File: src/sv/modular_square_root_assert.svh
// assertion macros for the rtl
`ifndef MODULAR_SQUARE_ROOT_ASSERT_SVH
`define MODULAR_SQUARE_ROOT_ASSERT_SVH

// condition implies consequence in the same cycle
`define MSR_ASSERT_SAME(label, clk, rst_n, cond, cons, msg) \
    label: assert property (@(posedge clk) disable iff (!rst_n) (cond) |-> (cons)) \
        else $error(msg);

// condition implies consequence in the next cycle
`define MSR_ASSERT_NEXT(label, clk, rst_n, cond, cons, msg) \
    label: assert property (@(posedge clk) disable iff (!rst_n) (cond) |=> (cons)) \
        else $error(msg);

`endif

File: src/sv/msr_pkg.sv
`timescale 1ns / 1ps
`default_nettype none

package msr_pkg;

    localparam int MOD_BITS     = 32;
    localparam int VAL_BITS     = 64;
    localparam int SEARCH_LIMIT = 1024;
    localparam int CNT_BITS     = $clog2(SEARCH_LIMIT + 1);
    localparam int STEP_BITS    = $clog2(VAL_BITS + 1);
    localparam int IDX_BITS     = 5;

    // positions in the extension field sequence table
    localparam logic [IDX_BITS-1:0] CI_INIT_LAST = 5'd4;
    localparam logic [IDX_BITS-1:0] CI_MUL_FIRST = 5'd5;
    localparam logic [IDX_BITS-1:0] CI_SQ_FIRST  = 5'd13;
    localparam logic [IDX_BITS-1:0] CI_LAST      = 5'd19;

    typedef logic [MOD_BITS-1:0] mword_t;

    typedef enum logic [3:0] {
        OP_NONE,
        OP_LOAD,
        OP_REDUCE,
        OP_MUL,
        OP_ADD,
        OP_SUB,
        OP_LOAD_HALF,
        OP_LOAD_UP,
        OP_SHIFT_E,
        OP_RESULT
    } msr_op_t;

    typedef enum logic [3:0] {
        R_ZERO,
        R_ONE,
        R_A,
        R_D,
        R_BM,
        R_ACC,
        R_SQ,
        R_RR,
        R_RI,
        R_TR,
        R_TI,
        R_T1,
        R_T2,
        R_T3
    } msr_reg_t;

    typedef enum logic [1:0] {
        ST_OK     = 2'd0,
        ST_NONRES = 2'd1,
        ST_LIMIT  = 2'd2
    } msr_status_t;

    typedef enum logic [4:0] {
        S_IDLE,
        S_CHECK,
        S_REDUCE,
        S_SPECIAL,
        S_EU_I0,
        S_EU_I1,
        S_EU_I2,
        S_EU_TEST,
        S_EU_MUL,
        S_EU_SQ,
        S_EU_SHIFT,
        S_EU_END,
        S_SR_INIT,
        S_SR_D1,
        S_SR_D2,
        S_SR_NEXT,
        S_CI_INIT,
        S_CI_TEST,
        S_CI_RUN,
        S_CI_SHIFT,
        S_DONE
    } msr_state_t;

    typedef struct packed {
        msr_op_t     op;
        msr_reg_t    src_a;
        msr_reg_t    src_b;
        msr_reg_t    dst;
        msr_status_t st;
    } msr_cmd_t;

    typedef struct packed {
        logic busy;
        logic done;
        logic e_zero;
        logic e_lsb;
        logic acc_one;
        logic acc_pm1;
        logic p_zero;
        logic p_one;
        logic p_two;
        logic a_zero;
        logic out_free;
    } msr_stat_t;

    function automatic msr_cmd_t make_cmd(msr_op_t op, msr_reg_t a, msr_reg_t b,
                                          msr_reg_t d);
        msr_cmd_t c;
        c.op    = op;
        c.src_a = a;
        c.src_b = b;
        c.dst   = d;
        c.st    = ST_OK;
        return c;
    endfunction

    function automatic logic is_multi(msr_op_t op);
        return (op == OP_MUL) || (op == OP_REDUCE);
    endfunction

    // extension field steps: setup, multiply into result, square the base
    function automatic msr_cmd_t ci_cmd(logic [IDX_BITS-1:0] idx);
        msr_cmd_t c;
        c = make_cmd(OP_NONE, R_ZERO, R_ZERO, R_ZERO);
        case (idx)
            5'd0:    c = make_cmd(OP_ADD, R_BM, R_ZERO, R_TR);
            5'd1:    c = make_cmd(OP_ADD, R_ONE, R_ZERO, R_TI);
            5'd2:    c = make_cmd(OP_ADD, R_ONE, R_ZERO, R_RR);
            5'd3:    c = make_cmd(OP_ADD, R_ZERO, R_ZERO, R_RI);
            5'd4:    c = make_cmd(OP_LOAD_UP, R_ZERO, R_ZERO, R_ZERO);
            5'd5:    c = make_cmd(OP_MUL, R_RR, R_TR, R_T1);
            5'd6:    c = make_cmd(OP_MUL, R_RI, R_TI, R_T2);
            5'd7:    c = make_cmd(OP_MUL, R_T2, R_D, R_T2);
            5'd8:    c = make_cmd(OP_ADD, R_T1, R_T2, R_T1);
            5'd9:    c = make_cmd(OP_MUL, R_RR, R_TI, R_T2);
            5'd10:   c = make_cmd(OP_MUL, R_RI, R_TR, R_T3);
            5'd11:   c = make_cmd(OP_ADD, R_T2, R_T3, R_RI);
            5'd12:   c = make_cmd(OP_ADD, R_T1, R_ZERO, R_RR);
            5'd13:   c = make_cmd(OP_MUL, R_TR, R_TR, R_T1);
            5'd14:   c = make_cmd(OP_MUL, R_TI, R_TI, R_T2);
            5'd15:   c = make_cmd(OP_MUL, R_T2, R_D, R_T2);
            5'd16:   c = make_cmd(OP_ADD, R_T1, R_T2, R_T1);
            5'd17:   c = make_cmd(OP_MUL, R_TR, R_TI, R_T2);
            5'd18:   c = make_cmd(OP_ADD, R_T2, R_T2, R_TI);
            5'd19:   c = make_cmd(OP_ADD, R_T1, R_ZERO, R_TR);
            default: c = make_cmd(OP_NONE, R_ZERO, R_ZERO, R_ZERO);
        endcase
        return c;
    endfunction

endpackage

`default_nettype wire

File: src/sv/modular_square_root.sv
`timescale 1ns / 1ps
`default_nettype none

// channel   signals                      direction
// input     in_valid in_ready value modulus   into block
// output    out_valid out_ready root status   out of block
//
// one item at a time; each modular multiply and the signed reduction run on the
// single shared shift-add unit; the work is the euler test on the value, one
// euler test per search candidate and the extension field power
// rst_n clears the controller, the multiply unit and the output valid
// a finished result waits in the output register; input is taken again at once

module modular_square_root (
    input  logic        clk,
    input  logic        rst_n,
    input  logic        in_valid,
    output logic        in_ready,
    input  logic [63:0] value,
    input  logic [31:0] modulus,
    output logic        out_valid,
    input  logic        out_ready,
    output logic [31:0] root,
    output logic [1:0]  status
);
    import msr_pkg::*;

    msr_cmd_t  cmd;
    logic      cmd_valid;
    msr_stat_t dp_stat;

    msr_ctrl u_ctrl (
        .clk       (clk),
        .rst_n     (rst_n),
        .in_valid  (in_valid),
        .in_ready  (in_ready),
        .stat      (dp_stat),
        .cmd       (cmd),
        .cmd_valid (cmd_valid)
    );

    msr_datapath u_dp (
        .clk       (clk),
        .rst_n     (rst_n),
        .cmd       (cmd),
        .cmd_valid (cmd_valid),
        .value     (value),
        .modulus   (modulus),
        .out_ready (out_ready),
        .out_valid (out_valid),
        .root      (root),
        .status    (status),
        .stat      (dp_stat)
    );

`include "modular_square_root_assert.svh"

    // block is busy right after taking an item
    `MSR_ASSERT_NEXT(a_busy_after_in, clk, rst_n, in_valid && in_ready, !in_ready, "ready after accept")
    // the multiply unit never runs while the block waits for input
    `MSR_ASSERT_SAME(a_idle_unit, clk, rst_n, in_ready, !dp_stat.busy, "unit busy while idle")
    // a failed result carries a zero root
    `MSR_ASSERT_SAME(a_fail_zero, clk, rst_n, out_valid && (status != ST_OK), root == '0, "root on failure")

endmodule

`default_nettype wire

File: src/sv/msr_datapath.sv
`timescale 1ns / 1ps
`default_nettype none

module msr_datapath (
    input  logic                clk,
    input  logic                rst_n,
    input  msr_pkg::msr_cmd_t   cmd,
    input  logic                cmd_valid,
    input  logic [63:0]         value,
    input  logic [31:0]         modulus,
    input  logic                out_ready,
    output logic                out_valid,
    output logic [31:0]         root,
    output logic [1:0]          status,
    output msr_pkg::msr_stat_t  stat
);
    import msr_pkg::*;

    localparam int W2 = MOD_BITS + 2;

    mword_t                p_reg;
    logic [VAL_BITS-1:0]   val_reg;
    mword_t                a_reg, d_reg, bm_reg, acc_reg, sq_reg;
    mword_t                rr_reg, ri_reg, tr_reg, ti_reg, t1_reg, t2_reg, t3_reg;
    mword_t                e_reg;

    logic                  mu_busy_reg;
    logic [STEP_BITS-1:0]  mu_cnt_reg;
    mword_t                mu_acc_reg, mu_x_reg;
    logic [VAL_BITS-1:0]   mu_y_reg;
    msr_reg_t              mu_dst_reg;
    logic                  mu_neg_reg, mu_red_reg;

    logic                  out_valid_reg;
    mword_t                root_reg;
    msr_status_t           status_reg;

    mword_t                op_a, op_b;
    mword_t                add_res, sub_res, mu_step, mu_final;
    logic                  mu_done;
    logic [W2-1:0]         mu_t, p_ext, p_dbl;
    logic [MOD_BITS:0]     add_sum, sub_dif;
    logic                  wr_en;
    msr_reg_t              wr_dst;
    mword_t                wr_data;
    logic                  start_mul, start_red;

    // operand read selection
    always_comb
    begin
        case (cmd.src_a)
            R_ONE:   op_a = MOD_BITS'(1);
            R_A:     op_a = a_reg;
            R_D:     op_a = d_reg;
            R_BM:    op_a = bm_reg;
            R_ACC:   op_a = acc_reg;
            R_SQ:    op_a = sq_reg;
            R_RR:    op_a = rr_reg;
            R_RI:    op_a = ri_reg;
            R_TR:    op_a = tr_reg;
            R_TI:    op_a = ti_reg;
            R_T1:    op_a = t1_reg;
            R_T2:    op_a = t2_reg;
            R_T3:    op_a = t3_reg;
            default: op_a = '0;
        endcase
        case (cmd.src_b)
            R_ONE:   op_b = MOD_BITS'(1);
            R_A:     op_b = a_reg;
            R_D:     op_b = d_reg;
            R_BM:    op_b = bm_reg;
            R_ACC:   op_b = acc_reg;
            R_SQ:    op_b = sq_reg;
            R_RR:    op_b = rr_reg;
            R_RI:    op_b = ri_reg;
            R_TR:    op_b = tr_reg;
            R_TI:    op_b = ti_reg;
            R_T1:    op_b = t1_reg;
            R_T2:    op_b = t2_reg;
            R_T3:    op_b = t3_reg;
            default: op_b = '0;
        endcase
    end

    // modular add and subtract, operands already below p
    always_comb
    begin
        add_sum = {1'b0, op_a} + {1'b0, op_b};
        if (add_sum >= {1'b0, p_reg})
            add_res = MOD_BITS'(add_sum - {1'b0, p_reg});
        else
            add_res = add_sum[MOD_BITS-1:0];
        sub_dif = {1'b0, op_a} - {1'b0, op_b};
        if (op_a < op_b)
            sub_res = MOD_BITS'(sub_dif + {1'b0, p_reg});
        else
            sub_res = sub_dif[MOD_BITS-1:0];
    end

    // one bit per cycle of shift-add modular multiply or reduction
    always_comb
    begin
        p_ext = {2'b00, p_reg};
        p_dbl = {1'b0, p_reg, 1'b0};
        mu_t  = {1'b0, mu_acc_reg, 1'b0} + (mu_y_reg[VAL_BITS-1] ? {2'b00, mu_x_reg} : '0);
        if (mu_t >= p_dbl)
            mu_step = MOD_BITS'(mu_t - p_dbl);
        else if (mu_t >= p_ext)
            mu_step = MOD_BITS'(mu_t - p_ext);
        else
            mu_step = mu_t[MOD_BITS-1:0];
        mu_done = mu_busy_reg && (mu_cnt_reg == STEP_BITS'(1));
        if (mu_red_reg && mu_neg_reg)
            mu_final = p_reg - MOD_BITS'(1) - mu_step;
        else
            mu_final = mu_step;
    end

    assign start_mul = cmd_valid && (cmd.op == OP_MUL);
    assign start_red = cmd_valid && (cmd.op == OP_REDUCE);

    always_ff @(posedge clk or negedge rst_n)
    begin
        if (!rst_n)
        begin
            mu_busy_reg <= 1'b0;
        end
        else if (start_mul || start_red)
        begin
            mu_busy_reg <= 1'b1;
        end
        else if (mu_done)
        begin
            mu_busy_reg <= 1'b0;
        end
    end

    always_ff @(posedge clk)
    begin
        if (start_mul)
        begin
            mu_cnt_reg <= STEP_BITS'(MOD_BITS);
            mu_acc_reg <= '0;
            mu_x_reg   <= op_a;
            mu_y_reg   <= {op_b, {(VAL_BITS-MOD_BITS){1'b0}}};
            mu_dst_reg <= cmd.dst;
            mu_red_reg <= 1'b0;
            mu_neg_reg <= 1'b0;
        end
        else if (start_red)
        begin
            mu_cnt_reg <= STEP_BITS'(VAL_BITS);
            mu_acc_reg <= '0;
            mu_x_reg   <= MOD_BITS'(1);
            mu_y_reg   <= val_reg[VAL_BITS-1] ? ~val_reg : val_reg;
            mu_dst_reg <= cmd.dst;
            mu_red_reg <= 1'b1;
            mu_neg_reg <= val_reg[VAL_BITS-1];
        end
        else if (mu_busy_reg)
        begin
            mu_cnt_reg <= mu_cnt_reg - STEP_BITS'(1);
            mu_acc_reg <= mu_step;
            mu_y_reg   <= {mu_y_reg[VAL_BITS-2:0], 1'b0};
        end
    end

    // register file write back
    always_comb
    begin
        wr_en   = 1'b0;
        wr_dst  = cmd.dst;
        wr_data = add_res;
        if (mu_done)
        begin
            wr_en   = 1'b1;
            wr_dst  = mu_dst_reg;
            wr_data = mu_final;
        end
        else if (cmd_valid && (cmd.op == OP_ADD))
        begin
            wr_en   = 1'b1;
        end
        else if (cmd_valid && (cmd.op == OP_SUB))
        begin
            wr_en   = 1'b1;
            wr_data = sub_res;
        end
    end

    always_ff @(posedge clk)
    begin
        if (wr_en)
        begin
            case (wr_dst)
                R_A:     a_reg   <= wr_data;
                R_D:     d_reg   <= wr_data;
                R_BM:    bm_reg  <= wr_data;
                R_ACC:   acc_reg <= wr_data;
                R_SQ:    sq_reg  <= wr_data;
                R_RR:    rr_reg  <= wr_data;
                R_RI:    ri_reg  <= wr_data;
                R_TR:    tr_reg  <= wr_data;
                R_TI:    ti_reg  <= wr_data;
                R_T1:    t1_reg  <= wr_data;
                R_T2:    t2_reg  <= wr_data;
                R_T3:    t3_reg  <= wr_data;
                default: ;
            endcase
        end
    end

    // operand capture and exponent register
    always_ff @(posedge clk)
    begin
        if (cmd_valid)
        begin
            case (cmd.op)
                OP_LOAD:
                begin
                    p_reg   <= modulus[MOD_BITS-1:0];
                    val_reg <= value;
                end
                OP_LOAD_HALF: e_reg <= (p_reg - MOD_BITS'(1)) >> 1;
                OP_LOAD_UP:   e_reg <= MOD_BITS'(({1'b0, p_reg} + (MOD_BITS+1)'(1)) >> 1);
                OP_SHIFT_E:   e_reg <= e_reg >> 1;
                default: ;
            endcase
        end
    end

    // output register, freed by a transfer on the result side
    always_ff @(posedge clk or negedge rst_n)
    begin
        if (!rst_n)
        begin
            out_valid_reg <= 1'b0;
        end
        else if (cmd_valid && (cmd.op == OP_RESULT))
        begin
            out_valid_reg <= 1'b1;
        end
        else if (out_ready)
        begin
            out_valid_reg <= 1'b0;
        end
    end

    always_ff @(posedge clk)
    begin
        if (cmd_valid && (cmd.op == OP_RESULT))
        begin
            root_reg   <= op_a;
            status_reg <= cmd.st;
        end
    end

    assign out_valid = out_valid_reg;
    assign root      = 32'(root_reg);
    assign status    = status_reg;

    always_comb
    begin
        stat.busy     = mu_busy_reg;
        stat.done     = mu_done;
        stat.e_zero   = (e_reg == '0);
        stat.e_lsb    = e_reg[0];
        stat.acc_one  = (acc_reg == MOD_BITS'(1));
        stat.acc_pm1  = (acc_reg == (p_reg - MOD_BITS'(1)));
        stat.p_zero   = (p_reg == '0);
        stat.p_one    = (p_reg == MOD_BITS'(1));
        stat.p_two    = (p_reg == MOD_BITS'(2));
        stat.a_zero   = (a_reg == '0);
        stat.out_free = !out_valid_reg || out_ready;
    end

endmodule

`default_nettype wire

File: src/sv/msr_ctrl.sv
`timescale 1ns / 1ps
`default_nettype none

module msr_ctrl (
    input  logic                clk,
    input  logic                rst_n,
    input  logic                in_valid,
    output logic                in_ready,
    input  msr_pkg::msr_stat_t  stat,
    output msr_pkg::msr_cmd_t   cmd,
    output logic                cmd_valid
);
    import msr_pkg::*;

    msr_state_t            state_reg, state_next;
    logic                  issued_reg, issued_next;
    logic [IDX_BITS-1:0]   idx_reg, idx_next;
    logic [CNT_BITS-1:0]   bcnt_reg, bcnt_next;
    msr_reg_t              base_reg, base_next;
    logic                  search_reg, search_next;
    msr_reg_t              res_src_reg, res_src_next;
    msr_status_t           res_st_reg, res_st_next;
    logic                  adv;

    always_ff @(posedge clk or negedge rst_n)
    begin
        if (!rst_n)
        begin
            state_reg  <= S_IDLE;
            issued_reg <= 1'b0;
        end
        else
        begin
            state_reg  <= state_next;
            issued_reg <= issued_next;
        end
    end

    always_ff @(posedge clk)
    begin
        idx_reg     <= idx_next;
        bcnt_reg    <= bcnt_next;
        base_reg    <= base_next;
        search_reg  <= search_next;
        res_src_reg <= res_src_next;
        res_st_reg  <= res_st_next;
    end

    always_comb
    begin
        state_next   = state_reg;
        idx_next     = idx_reg;
        bcnt_next    = bcnt_reg;
        base_next    = base_reg;
        search_next  = search_reg;
        res_src_next = res_src_reg;
        res_st_next  = res_st_reg;
        in_ready     = 1'b0;
        cmd          = make_cmd(OP_NONE, R_ZERO, R_ZERO, R_ZERO);

        // command for the current step
        unique case (state_reg)
            S_IDLE:     cmd = make_cmd(OP_LOAD, R_ZERO, R_ZERO, R_ZERO);
            S_REDUCE:   cmd = make_cmd(OP_REDUCE, R_ZERO, R_ZERO, R_A);
            S_EU_I0:    cmd = make_cmd(OP_ADD, base_reg, R_ZERO, R_SQ);
            S_EU_I1:    cmd = make_cmd(OP_ADD, R_ONE, R_ZERO, R_ACC);
            S_EU_I2:    cmd = make_cmd(OP_LOAD_HALF, R_ZERO, R_ZERO, R_ZERO);
            S_EU_MUL:   cmd = make_cmd(OP_MUL, R_ACC, R_SQ, R_ACC);
            S_EU_SQ:    cmd = make_cmd(OP_MUL, R_SQ, R_SQ, R_SQ);
            S_EU_SHIFT: cmd = make_cmd(OP_SHIFT_E, R_ZERO, R_ZERO, R_ZERO);
            S_SR_INIT:  cmd = make_cmd(OP_ADD, R_ONE, R_ZERO, R_BM);
            S_SR_D1:    cmd = make_cmd(OP_MUL, R_BM, R_BM, R_D);
            S_SR_D2:    cmd = make_cmd(OP_SUB, R_D, R_A, R_D);
            S_SR_NEXT:  cmd = make_cmd(OP_ADD, R_BM, R_ONE, R_BM);
            S_CI_INIT:  cmd = ci_cmd(idx_reg);
            S_CI_RUN:   cmd = ci_cmd(idx_reg);
            S_CI_SHIFT: cmd = make_cmd(OP_SHIFT_E, R_ZERO, R_ZERO, R_ZERO);
            S_DONE:
            begin
                cmd    = make_cmd(OP_RESULT, res_src_reg, R_ZERO, R_ZERO);
                cmd.st = res_st_reg;
            end
            default:    cmd = make_cmd(OP_NONE, R_ZERO, R_ZERO, R_ZERO);
        endcase

        // multi-cycle ops issue once and wait for done
        if (is_multi(cmd.op))
        begin
            cmd_valid   = !issued_reg;
            adv         = stat.done;
            issued_next = !stat.done;
        end
        else
        begin
            cmd_valid   = (cmd.op != OP_NONE);
            adv         = 1'b1;
            issued_next = 1'b0;
        end

        unique case (state_reg)
            S_IDLE:
            begin
                in_ready  = 1'b1;
                cmd_valid = in_valid;
                if (in_valid)
                    state_next = S_CHECK;
            end
            S_CHECK:
            begin
                if (stat.p_zero)
                begin
                    res_src_next = R_ZERO;
                    res_st_next  = ST_NONRES;
                    state_next   = S_DONE;
                end
                else if (stat.p_one)
                begin
                    res_src_next = R_ZERO;
                    res_st_next  = ST_OK;
                    state_next   = S_DONE;
                end
                else
                    state_next = S_REDUCE;
            end
            S_REDUCE:
            begin
                if (adv)
                    state_next = S_SPECIAL;
            end
            S_SPECIAL:
            begin
                res_st_next = ST_OK;
                if (stat.p_two)
                begin
                    res_src_next = R_A;
                    state_next   = S_DONE;
                end
                else if (stat.a_zero)
                begin
                    res_src_next = R_ZERO;
                    state_next   = S_DONE;
                end
                else
                begin
                    base_next   = R_A;
                    search_next = 1'b0;
                    state_next  = S_EU_I0;
                end
            end
            S_EU_I0:    state_next = S_EU_I1;
            S_EU_I1:    state_next = S_EU_I2;
            S_EU_I2:    state_next = S_EU_TEST;
            S_EU_TEST:
            begin
                if (stat.e_zero)
                    state_next = S_EU_END;
                else if (stat.e_lsb)
                    state_next = S_EU_MUL;
                else
                    state_next = S_EU_SQ;
            end
            S_EU_MUL:
            begin
                if (adv)
                    state_next = S_EU_SQ;
            end
            S_EU_SQ:
            begin
                if (adv)
                    state_next = S_EU_SHIFT;
            end
            S_EU_SHIFT: state_next = S_EU_TEST;
            S_EU_END:
            begin
                res_src_next = R_ZERO;
                if (!search_reg)
                begin
                    if (!stat.acc_one)
                    begin
                        res_st_next = ST_NONRES;
                        state_next  = S_DONE;
                    end
                    else
                        state_next = S_SR_INIT;
                end
                else if (stat.acc_pm1)
                begin
                    idx_next   = '0;
                    state_next = S_CI_INIT;
                end
                else if (bcnt_reg == CNT_BITS'(SEARCH_LIMIT))
                begin
                    res_st_next = ST_LIMIT;
                    state_next  = S_DONE;
                end
                else
                    state_next = S_SR_NEXT;
            end
            S_SR_INIT:
            begin
                bcnt_next  = CNT_BITS'(1);
                state_next = S_SR_D1;
            end
            S_SR_D1:
            begin
                if (adv)
                    state_next = S_SR_D2;
            end
            S_SR_D2:
            begin
                base_next   = R_D;
                search_next = 1'b1;
                state_next  = S_EU_I0;
            end
            S_SR_NEXT:
            begin
                bcnt_next  = bcnt_reg + CNT_BITS'(1);
                state_next = S_SR_D1;
            end
            S_CI_INIT:
            begin
                if (idx_reg == CI_INIT_LAST)
                    state_next = S_CI_TEST;
                else
                    idx_next = idx_reg + IDX_BITS'(1);
            end
            S_CI_TEST:
            begin
                if (stat.e_zero)
                begin
                    res_src_next = R_RR;
                    res_st_next  = ST_OK;
                    state_next   = S_DONE;
                end
                else if (stat.e_lsb)
                begin
                    idx_next   = CI_MUL_FIRST;
                    state_next = S_CI_RUN;
                end
                else
                begin
                    idx_next   = CI_SQ_FIRST;
                    state_next = S_CI_RUN;
                end
            end
            S_CI_RUN:
            begin
                if (adv)
                begin
                    if (idx_reg == CI_LAST)
                        state_next = S_CI_SHIFT;
                    else
                        idx_next = idx_reg + IDX_BITS'(1);
                end
            end
            S_CI_SHIFT: state_next = S_CI_TEST;
            S_DONE:
            begin
                cmd_valid = stat.out_free;
                if (stat.out_free)
                    state_next = S_IDLE;
            end
            default:    state_next = S_IDLE;
        endcase
    end

endmodule

`default_nettype wire
File: config.mk
export PLATFORM = sky130hd
export DESIGN_NAME = modular_square_root
export DESIGN_NICKNAME = d
export VERILOG_FILES = /design/src/sv/msr_pkg.sv /design/src/sv/modular_square_root.sv /design/src/sv/msr_datapath.sv /design/src/sv/msr_ctrl.sv
export VERILOG_INCLUDE_DIRS = /design/src /design/src/sv
export SDC_FILE = /design/constraint.sdc
export NUM_CORES = 2
export LEC_CHECK = 0
export BUFFER_PORTS_ARGS = -buffer_cell sky130_fd_sc_hd__buf_2
export CORE_MARGIN = 2
export CORE_UTILIZATION = 55
export CTS_BUF_LIST = sky130_fd_sc_hd__clkbuf_4 sky130_fd_sc_hd__clkbuf_8 sky130_fd_sc_hd__clkbuf_16
export CTS_CLUSTER_DIAMETER = 80
export CTS_CLUSTER_SIZE = 30
export DETAILED_ROUTE_END_ITERATION = 8
export PLACE_DENSITY = 0.72
export SLEW_MARGIN = 20
export SYNTH_ARGS = -nofsm -noshare
export SYNTH_HDL_FRONTEND = slang
export SYNTH_SLANG_ARGS = --single-unit
File: constraint.sdc
create_clock -name clk -period 11.2 [get_ports clk]
set_input_delay 0.56 -clock clk [delete_from_list [all_inputs] [get_ports clk]]
set_output_delay 0.56 -clock clk [all_outputs]
set_load 0.05 [all_outputs]
==> qor.csv <==
stage;metric;value;unit
clocking;CTS tree;built;
worst_setup_path;crit path kind;register to register;
sta;crit path time final;10.53;ns
global_routing;GR Util met3;11.34;%
min_path;Hold Startpoint;value[47];
route;vias per cell;7.001;
synthesis;mean post-synth cell area;10.07;um2
sta;relative slew slack;19.41;%
clocking;Clk Latency, worst-skew pair;0.65;ns
worst_setup_path;crit path launch type;register;
synthesis;cells after synthesis;4731;
global_routing;M2 GR Usage;59.39;%
min_path;hold crit path type;input pin to register;
worst_setup_path;Setup crit end kind;register;
clocking;CTS Root Cell;clkbuf_16;
sta;fmax;94.94;MHz
global_routing;first-pass GRT wire length;261.3;mm
clocking;CTS Buffer Depth;3;
global_routing;via count of the first global-routing pass;38829;
floorplan;full die area;89020;um2
sta;final worst-path cycle share;94.04;%
global_routing;initial antenna violation count;12;
synthesis;Post-synth top flop;edfxtp_1;
clocking;clock slew at reported path FFs;0.12;ns
worst_setup_path;worst-path fanout max;25;
synthesis;Mapped Nets;5110;
route;first-pass iteration count of the detailed router;6;
sta;Final setup viols;0;
worst_setup_path;worst endpoint required time;11.49;ns
route;Routed WL;182.7;mm
worst_setup_path;R2R setup slack;0.67;ns
flow_run;max_cap viols;0;
synthesis;Yosys reg bits;730;
route;vias after detailed routing;41920;
sta;Slew @ Worst Pin;1.206;ns
finish;layout cell share with drive strength beyond 1;9.609;%
floorplan;die width;298.4;um
synthesis;ys async rst share;1.096;%
clocking;cts bufs inserted;38;
global_routing;Most Used Layer, Global Route;met2;
synthesis;Yosys top cell area share;40.01;%
floorplan;area of the core;85550;um2
floorplan;DIE HEIGHT;298.4;um
min_path;Hold Path Depth;1;
worst_setup_path;FF-to-FF End;u_dp.t1_reg[18]$_DFFE_PP_;
worst_setup_path;Critical-path top delay cell;a21oi_1;
worst_setup_path;worst r2r src;u_ctrl.state_reg[2]$_DFFE_PN0P_;
sta;Fin Clk Skew;0.04742;ns
synthesis;yosys warns;0;
synthesis;EDFF count, synth;635;
worst_setup_path;beginning of the critical path;u_ctrl.state_reg[2]$_DFFE_PN0P_;
route;DR WL/cell;30.52;um
placement;port bufs;135;
global_routing;GR Overflow Total;0;
status;status;complete, no violations;
synthesis;Unique masters post-synth;94;
sta;setup TNS;0;ns
route;DRT iter0 DRCs;6454;
clocking;clk sinks;730;
global_routing;maximum number of pins on one net before global-route repair;92;
finish;fin nets;5197;
worst_setup_path;Largest stage delay, worst path;0.89;ns
floorplan;Site Rows;107;
clocking;H-tree Lvls;2;
synthesis;Seq/Total Area, Yosys;44.09;%
worst_setup_path;R2R depth;31;
route;DRT antenna net count;0;
sta;unrepaired setup endpoints after global routing;false;
sta;Final Max Slew Viols;0;
global_routing;Global Route Usage Sum;39.62;%
min_path;Min-Delay Endpoint;u_dp.val_reg[47]$_DFFE_PP_;
synthesis;most common cell in the netlist;edfxtp_1;
synthesis;Yosys top cell by area;edfxtp_1;
finish;P&R area growth vs syn;8.281;%
floorplan;Starting Density;55.70;%
synthesis;mapped cell area;47650;um2
sta;Fin. Hold Viols;0;
synthesis;synth top area cells;edfxtp_1, ha_1, xnor2_1;
finish;Fillers;7087;
worst_setup_path;WP data arrival;10.82;ns
route;DRC viols;0;
placement;HPWL after DPL;132.6;mm
floorplan;IO Pins;136;
worst_setup_path;most used cell, CP;a21oi_1;
global_routing;met1 usage in global routing;50.52;%
placement;Placer Congestion;1.071;
synthesis;Synth top cells by count;edfxtp_1, nor2_1, a21oi_1, ha_1, nand2_1;
## stage by stage
stage                     util [%]  cell area [um2]  std cells  setup slack (ns)  hold WS [ns]
after floorplan                  -            47650       4731             2.276        0.2644
after global placement       58.74            50250       5921             1.256        0.4396
after detailed placement     58.74            50250       5921             1.077        0.4533
after CTS                    60.30            51580       5983             1.072       0.05971
after global routing         60.30            51590       5983            0.1411       0.06585
final                        60.32            51600       5988            0.6671       0.08011
## critical path, delay by kind of cell (launching register included)
family	cells	cell delay [ns]
flip-flops	1	0.68
multiplexers	1	0.22
AO/OA/AOI/OAI	15	4.12
XOR/XNOR	1	0.14
buffers and inverters	1	0.39
AND/OR/NAND/NOR	11	3.78
adder cells (fa/ha/maj)	2	0.84
## timing repair
| action | in CTS | in global routing |
|---|---|---|
| hold buffers | 1 | 0 |
| resized for setup | 0 | 0 |
| setup buffers | 0 | 0 |
| hold endpoints to repair | 8 | 0 |
## worst max path at each step
| stage | to | slack (ns) | cells after the start |
|---|---|---|---|
| after global placement | u_dp.ri_reg[18]$_DFFE_PP_ | 1.26 | 31 |
| after detailed placement | u_dp.a_reg[22]$_DFFE_PP_ | 1.08 | 33 |
| after floorplan | u_dp.a_reg[30]$_DFFE_PP_ | 2.28 | 39 |
| final | u_dp.t1_reg[18]$_DFFE_PP_ | 0.67 | 31 |
| after global routing | u_dp.t1_reg[18]$_DFFE_PP_ | 0.14 | 29 |
| after CTS | u_dp.t3_reg[22]$_DFFE_PP_ | 1.07 | 33 |
## final cells by class
cell class | count | area (um2) | area share [%]
diodes | 5 | 12.51 | 0.02425
inverters | 202 | 760.7 | 1.474
clock buffers | 41 | 991.0 | 1.920
well taps | 1144 | 1431 | 2.774
multi-input cells | 3556 | 25180 | 48.81
repair buffers | 290 | 1879 | 3.642
clock inverters | 20 | 327.8 | 0.6353
flip-flops and latches | 730 | 21010 | 40.72
## layer usage
| metal | wire length [um] | part of all wire, % |
|---|---|---|
| met1 | 67210 | 37 |
| met2 | 77810 | 43 |
| met3 | 23210 | 13 |
| met4 | 14360 | 7.9 |
| met5 | 144 | 0.079 |
## cells in the final DEF (no fill, tap or decap), drive strengths merged, types with 11 or more instances in the layout
cell / n
dfxtp: 87
nor2: 363
a31oi: 30
a21oi: 326
inv: 208
ha: 271
clkbuf: 41
a21o: 128
edfxtp: 635
clkinv: 12
and2: 51
or3: 27
mux2: 17
xor2: 143
a211oi: 76
o22ai: 16
a22oi: 107
o221ai: 15
nor2b: 66
mux2i: 99
a221oi: 161
and3: 66
or2: 20
o31ai: 28
nand3: 145
nor4: 50
o21a: 34
xnor2: 213
o21ai: 239
a221o: 12
nor3: 76
a22o: 160
o21bai: 37
o211ai: 26
or4: 11
nand2: 251
buf: 289
nor3b: 12
nand4: 63
nand2b: 53
## cells by family after synthesis
group           Yosys count  synth area share [%]
flops                   730                 44.09
simple gates           1284                 13.43
xor+xnor                362                 6.826
fa+ha+maj               279                 7.451
compound gates         1515                 22.15
buf+inv                 445                 3.560
mux                     116                 2.489
Power is not shown: default switching activity piles up to over one toggle a cycle in this logic, so the estimate is an artifact.
